$ cat config.mk
export PLATFORM = sky130hd
export DESIGN_NAME = base32_stream_encoder
export DESIGN_NICKNAME = d
export VERILOG_FILES = /design/src/b32se_pkg.sv /design/src/base32_stream_encoder.sv
export VERILOG_INCLUDE_DIRS = /design/src /design/src/src
export SDC_FILE = /design/constraint.sdc
export NUM_CORES = 1
export LEC_CHECK = 0
export BUFFER_PORTS_ARGS = -buffer_cell sky130_fd_sc_hd__buf_2
export CAP_MARGIN = 20
export CORE_MARGIN = 2
export CORE_UTILIZATION = 31
export DETAILED_ROUTE_END_ITERATION = 10
export GPL_TIMING_DRIVEN = 0
export SLEW_MARGIN = 20
export SYNTH_ARGS = -nofsm -noshare
export SYNTH_HDL_FRONTEND = slang
export SYNTH_SLANG_ARGS = --single-unit
$ cat constraint.sdc
create_clock -name clk_i -period 10.4 [get_ports clk_i]
set_input_delay 2.08 -clock clk_i [delete_from_list [all_inputs] [get_ports clk_i]]
set_output_delay 2.08 -clock clk_i [all_outputs]
set_load 0.01 [all_outputs]
$ cat src/base32_stream_encoder_defines.svh
// assertion macros for the base32 stream encoder
// no dependencies; included by files that carry concurrent checks
`ifndef BASE32_STREAM_ENCODER_DEFINES_SVH
`define BASE32_STREAM_ENCODER_DEFINES_SVH

`ifndef SYNTHESIS
// property must hold at every clock edge out of reset
`define B32SE_ASSERT_ALWAYS(lbl, prop) \
  lbl: assert property (@(posedge clk_i) disable iff (!rst_ni) (prop)) \
    else $error("b32se check failed");
// consequent must hold in the cycle after the antecedent
`define B32SE_ASSERT_NEXT(lbl, ante, cons) \
  lbl: assert property (@(posedge clk_i) disable iff (!rst_ni) (ante) |=> (cons)) \
    else $error("b32se check failed");
`else
`define B32SE_ASSERT_ALWAYS(lbl, prop)
`define B32SE_ASSERT_NEXT(lbl, ante, cons)
`endif

`endif

$ cat src/b32se_pkg.sv
// shared widths, constants and the base32 alphabet lookup
// no dependencies
package b32se_pkg;

  localparam int unsigned ByteW   = 8;
  localparam int unsigned GroupW  = 5;
  localparam int unsigned SymW    = 7;
  localparam int unsigned LeftW   = 4;
  localparam int unsigned LeftCntW = 3;
  localparam int unsigned SlotN   = 3;

  localparam logic [LeftCntW-1:0] LeftMax  = 3'd4;
  localparam logic [GroupW-1:0]   NumLetters = 5'd26;
  localparam logic [SymW-1:0]     AsciiA   = 7'h41;
  localparam logic [SymW-1:0]     Ascii2   = 7'h32;

  // 5-bit group to ascii: A-Z for 0..25, 2-7 for 26..31
  function automatic logic [SymW-1:0] b32_char(input logic [GroupW-1:0] grp);
    logic [SymW-1:0] ext;
    ext = {2'b00, grp};
    if (grp < NumLetters) begin
      b32_char = AsciiA + ext;
    end else begin
      b32_char = Ascii2 + ext - {2'b00, NumLetters};
    end
  endfunction

endpackage

$ cat src/base32_stream_encoder.sv
// base32 stream encoder, unpadded, upper-case alphabet
// depends on b32se_pkg and base32_stream_encoder_defines.svh
//
// Takes one message byte per request on the slave stream (tlast marks the
// final byte) and emits ASCII base32 characters on the master stream, one
// per request, tlast on the final character of the message. No '=' padding
// is produced; a trailing partial group is zero-filled on the right. A byte
// is decoded in the cycle it is accepted into a three-entry slot buffer,
// which drains one character per cycle into the output register while it
// is free or the output is taken. A one-character byte can therefore be
// accepted every cycle while the output does not stall; a byte producing
// two or three characters holds off the next byte while they drain, so
// the rate is set by the single-character output port. The next byte is
// accepted in the cycle the buffer's last character moves to the output
// register, so input and output overlap. There is no clearing pass after reset.
`include "base32_stream_encoder_defines.svh"

module base32_stream_encoder (
  input  logic       clk_i,
  input  logic       rst_ni,
  input  logic       s_axis_tvalid_i,
  output logic       s_axis_tready_o,
  input  logic [7:0] s_axis_tdata_i,   // [7:0] data_byte
  input  logic       s_axis_tlast_i,   // final_byte
  output logic       m_axis_tvalid_o,
  input  logic       m_axis_tready_i,
  output logic [7:0] m_axis_tdata_o,   // [6:0] symbol, [7] zero
  output logic       m_axis_tlast_o    // last_symbol
);
  import b32se_pkg::*;

  // leftover bits between bytes
  logic [LeftW-1:0]    lo_bits_q, lo_bits_d;
  logic [LeftCntW-1:0] lo_cnt_q, lo_cnt_d;

  // pending characters, slot 0 drains first
  logic [SymW-1:0] slot_sym_q [SlotN];
  logic [SymW-1:0] slot_sym_d [SlotN];
  logic [SlotN-1:0] slot_last_q, slot_last_d;
  logic [1:0] pend_cnt_q, pend_cnt_d;

  // output register
  logic            out_vld_q, out_vld_d;
  logic [SymW-1:0] out_sym_q, out_sym_d;
  logic            out_last_q, out_last_d;

  logic in_acc, out_load;

  // decode of the incoming byte
  logic [LeftCntW-1:0] cnt;
  logic [3:0]          total;
  logic [11:0]         acc;
  logic                two_full, has_pad, fin;
  logic [3:0]          sh1, sh2;
  logic [2:0]          rem;
  logic [11:0]         acc_sh1, acc_sh2, acc_pad;
  logic [GroupW-1:0]   grp1, grp2, grp_pad;
  logic [LeftW-1:0]    rem_mask;

  always_comb begin
    fin      = s_axis_tlast_i;
    cnt      = (lo_cnt_q > LeftMax) ? LeftMax : lo_cnt_q;
    total    = {1'b0, cnt} + 4'd8;
    acc      = {lo_bits_q, s_axis_tdata_i};
    two_full = (total >= 4'd10);
    sh1      = total - 4'd5;
    sh2      = two_full ? (total - 4'd10) : 4'd0;
    rem      = two_full ? 3'(total - 4'd10) : 3'(total - 4'd5);
    acc_sh1  = acc >> sh1;
    acc_sh2  = acc >> sh2;
    // zero-fill the trailing partial group on the right
    acc_pad  = acc << (3'd5 - rem);
    grp1     = acc_sh1[GroupW-1:0];
    grp2     = acc_sh2[GroupW-1:0];
    grp_pad  = acc_pad[GroupW-1:0];
    has_pad  = fin && (rem != 3'd0);
    rem_mask = 4'((5'd1 << rem) - 5'd1);
  end

  // a character leaves the buffer whenever the output register frees up
  assign out_load        = (pend_cnt_q != 2'd0) && (!out_vld_q || m_axis_tready_i);
  // take a byte once the buffer is empty after this cycle
  assign s_axis_tready_o = (pend_cnt_q == 2'd0) || ((pend_cnt_q == 2'd1) && out_load);
  assign in_acc          = s_axis_tvalid_i && s_axis_tready_o;

  always_comb begin
    lo_bits_d   = lo_bits_q;
    lo_cnt_d    = lo_cnt_q;
    slot_sym_d  = slot_sym_q;
    slot_last_d = slot_last_q;
    pend_cnt_d  = pend_cnt_q;
    out_vld_d   = out_vld_q;
    out_sym_d   = out_sym_q;
    out_last_d  = out_last_q;

    if (m_axis_tready_i) begin
      out_vld_d = 1'b0;
    end

    if (out_load) begin
      out_vld_d      = 1'b1;
      out_sym_d      = slot_sym_q[0];
      out_last_d     = slot_last_q[0];
      slot_sym_d[0]  = slot_sym_q[1];
      slot_sym_d[1]  = slot_sym_q[2];
      slot_last_d[0] = slot_last_q[1];
      slot_last_d[1] = slot_last_q[2];
      pend_cnt_d     = pend_cnt_q - 2'd1;
    end

    if (in_acc) begin
      slot_sym_d[0]  = b32_char(grp1);
      slot_last_d[0] = fin && !two_full && !has_pad;
      slot_sym_d[1]  = two_full ? b32_char(grp2) : b32_char(grp_pad);
      slot_last_d[1] = fin && (two_full ? !has_pad : 1'b1);
      slot_sym_d[2]  = b32_char(grp_pad);
      slot_last_d[2] = 1'b1;
      pend_cnt_d     = 2'd1 + {1'b0, two_full} + {1'b0, has_pad};
      if (fin) begin
        lo_bits_d = '0;
        lo_cnt_d  = '0;
      end else begin
        lo_bits_d = acc[LeftW-1:0] & rem_mask;
        lo_cnt_d  = rem;
      end
    end
  end

  always_ff @(posedge clk_i or negedge rst_ni) begin
    if (!rst_ni) begin
      lo_bits_q   <= '0;
      lo_cnt_q    <= '0;
      pend_cnt_q  <= '0;
      out_vld_q   <= 1'b0;
      slot_last_q <= '0;
      out_last_q  <= 1'b0;
    end else begin
      lo_bits_q   <= lo_bits_d;
      lo_cnt_q    <= lo_cnt_d;
      pend_cnt_q  <= pend_cnt_d;
      out_vld_q   <= out_vld_d;
      slot_last_q <= slot_last_d;
      out_last_q  <= out_last_d;
    end
  end

  // payload, no reset needed
  always_ff @(posedge clk_i) begin
    slot_sym_q <= slot_sym_d;
    out_sym_q  <= out_sym_d;
  end

  assign m_axis_tvalid_o = out_vld_q;
  assign m_axis_tdata_o  = {1'b0, out_sym_q};
  assign m_axis_tlast_o  = out_last_q;

  // every accepted byte leaves at least one character behind
  `B32SE_ASSERT_NEXT(a_byte_yields_char, in_acc, pend_cnt_q != 2'd0)
  // a final byte leaves no carried bits for the next message
  `B32SE_ASSERT_NEXT(a_final_clears, in_acc && s_axis_tlast_i,
                     (lo_cnt_q == 3'd0) && (lo_bits_q == 4'd0))
  // carried bit count never exceeds a partial group
  `B32SE_ASSERT_ALWAYS(a_left_bound, lo_cnt_q <= LeftMax)

endmodule
==> impl_metrics.csv <==
group,metric,value,unit
outcome,status,"completed",
logic_synthesis,synthArstFlopShare,0.333,
timing,slew_violations,0,
worst_setup_path,critPathRequiredTime,8.32,ns
worst_setup_path,crit_top_cell,"buf_2",
die,die_x,108,µm
min_path,hp-start,"slot_sym_q[14]$_DFFE_PP_",
logic_synthesis,synth_edf_count,28,
clock_tree,post-cts-setup-buffer-count,0,
worst_setup_path,crit_buf_inv,3,
timing,tightest_slew,0.823,ns
worst_setup_path,critPathLaunchType,"input port",
logic_synthesis,synth_cell_types,70,
job,maxCapViolCount,0,
worst_setup_path,cpMaxStageDelayCell,"nand2b_1",
timing,relSlewSlack,0.451,
global_route,grt_antenna_before_repair,0,
worst_setup_path,crit_path_end_kind,"output port",
drt,vias,2750,
drt,viasPerCell,5.26,
timing,rsz0062_at_grt,"false",
logic_synthesis,synth_ff_type,"edfxtp_1",
timing,period_minus_slack,4.76,ns
place,hpwl,6120,µm
clock_tree,holdBufCountCts,0,
global_route,grt_pass1_vias,2643,
die,die_y,108,µm
drt,routed_wl,8290,µm
logic_synthesis,synth-warning-count,0,
die,pin_count,24,
worst_setup_path,crit_arrival,2.68,ns
clock_tree,clock-sinks,42,
place,portBuffers,21,
logic_synthesis,post_synth.cell_area_avg,9.52,µm²
clock_tree,cts_buffer_depth,2,
worst_setup_path,reg2reg_slack,6.25,ns
layout,drive_gt1_frac,0.180,
clock_tree,cts_resized,0,
logic_synthesis,synthTopCellsByArea,"edfxtp_1, dfrtp_1, mux2i_1",
layout,nets,414,
die,start_util,0.315,
global_route,track_usage,0.147,
global_route,overflow,0,
worst_setup_path,cp.depth,5,
worst_setup_path,worst_r2r_endpoint,"slot_sym_q[15]$_DFFE_PP_",
logic_synthesis,yosysSeqAreaShare,0.354,
clock_tree,cts_root_buf,"clkbuf_8",
clock_tree,cts_tree,"yes",
worst_setup_path,reg2reg_from,"lo_cnt_q[2]$_DFFE_PN0P_",
min_path,min_path_type,"register to register",
clock_tree,clkSlewWorstSetupHoldPaths,0.07,ns
layout,synthToLayoutAreaGrowth,10.8,%
clock_tree,numCtsBuffers,5,
die,core-area,0.0107,mm²
min_path,min_path_cells,0,
logic_synthesis,ys_seq_elements,42,
logic_synthesis,syn-instance-count,354,
timing,setup_tns,0,ns
layout,final_common_cell,"nand2_1",
clock_tree,clk_latency,0.29,ns
timing,skew,0.00479,ns
layout,final_cell_mix,"nand2_1, edfxtp_1, mux2i_1, inv_1, buf_2",
min_path,hold_end,"out_sym_q[0]$_DFFE_PP_",
worst_setup_path,cp_max_fo,3,
global_route,grt_pass1_wl,13500,µm
logic_synthesis,yosysTopAreaCellShare,0.250,
logic_synthesis,yosysTopAreaCell,"edfxtp_1",
worst_setup_path,reg2reg_depth,15,
die,dieArea,0.0117,mm²
worst_setup_path,critical-path-top-delay-family,"buffers and inverters",
timing,timing.final.crit_share,0.458,
worst_setup_path,cp_cell_sequence,"buf_2 -> nand2b_1 -> a21oi_1 -> inv_1 -> buf_2",
timing,hold_viol_final,0,
global_route,grt_max_degree,17,
logic_synthesis,synthesis.nets,386,
layout,diodes,0,
drt,initialDrtViolationCount,146,
logic_synthesis,netlist_area,0.00337,mm²
timing,fmax,0.210,GHz
timing,setup_viol,0,
drt,wl_per_cell,15.8,µm
drt,drc,0,
worst_setup_path,cpPeakStageDelay,0.16,ns
die,rows,38,
clock_tree,cts_htree_levels,2,
drt,postRouteAntennaNets,0,
drt,firstDrtPassIters,4,
place,gp_congestion,0.881,
worst_setup_path,critPathKind,"input port to output port",
-- sequential cells by signal, indices dropped and copies added (netlist names) --
| register | flops |
|---|---|
| slot_sym_q | 21 |
| out_sym_q | 7 |
| lo_cnt_q | 3 |
| m_axis_tvalid_o | 1 |
| lo_bits_q | 4 |
| slot_last_q | 3 |
| m_axis_tlast_o | 1 |
| pend_cnt_q | 2 |
-- layout make-up --
cell class	count	area (µm²)
inverter	26	97.6
buffer	25	153
clock buffer	5	68.8
sequential	42	1190
tap	140	175
fill	1120	6960
clock inverter	3	16.3
multi-input combinational	261	1930
timing repair buffer	21	105
-- cells in the mapped netlist (4+ instances only) --
cell type and number:
dfrtp_1 14, o211ai_1 5, nand2b_1 5, xnor2_1 7, o21ai_0 22, mux2i_1 25
buf_4 7, buf_6 4, mux2_2 4, a31oi_1 6, ha_1 19, edfxtp_1 28
mux4_2 6, nand3_1 6, clkbuf_1 11, inv_1 24, nand2_1 47, o31ai_1 4
nor2_1 19, a21oi_1 15
-- worst register-to-register path, stage by stage (launching register included) --
cell	delay (ns)
dfrtp_1	0.35
buf_6	0.15
buf_4	0.19
clkinv_1	0.28
nand2_1	0.23
inv_1	0.10
ha_1	0.31
buf_2	0.26
clkbuf_1	0.40
mux4_2	0.30
o21ai_0	0.07
a31oi_1	0.39
ha_1	0.35
nand2_1	0.07
a221oi_1	0.35
nor2_1	0.07
-- metal layers --
layer  vias to the layer above  track usage  share of wire
li1                       1343            -              -
met1                      1333        0.199           0.49
met2                        69        0.250           0.46
met3                         5       0.0199          0.039
met4                         0       0.0293         0.0069
met5                         -            0              0
-- worst max-delay path by stage --
| stage | endpoint | slack, ns | startpoint |
|---|---|---|---|
| after CTS | s_axis_tready_o | 5.64 | m_axis_tready_i |
| after detailed placement | s_axis_tready_o | 5.64 | m_axis_tready_i |
| after global routing | s_axis_tready_o | 5.53 | m_axis_tready_i |
| after global placement | s_axis_tready_o | 5.65 | m_axis_tready_i |
| after floorplan | s_axis_tready_o | 5.88 | m_axis_tready_i |
| final | s_axis_tready_o | 5.64 | m_axis_tready_i |
-- cells by family after synthesis --
| family | Yosys count | synth area share |
|---|---|---|
| DFF | 42 | 0.354 |
| xor gates and xnor gates | 10 | 0.0260 |
| muxes | 38 | 0.139 |
| AOI/OAI and AO/OA | 94 | 0.197 |
| and+or+nand+nor | 99 | 0.139 |
| adders and majority gates | 19 | 0.0706 |
| buffers and inverters | 51 | 0.0743 |
| other | 1 | 0.00111 |
-- metrics by stage --
stage	setup WS, ns	hold WS (ns)	cell area [µm²]	cells	util
floorplan	5.88	0.400	3370	354	-
global placement	5.65	0.400	3650	515	0.341
detailed placement	5.64	0.405	3650	515	0.341
CTS	5.64	0.424	3730	523	0.349
global route	5.53	0.425	3730	523	0.349
finish	5.64	0.424	3730	523	0.349
Power is not shown: default switching activity piles up to over one toggle a cycle in this logic, so the estimate is an artifact.
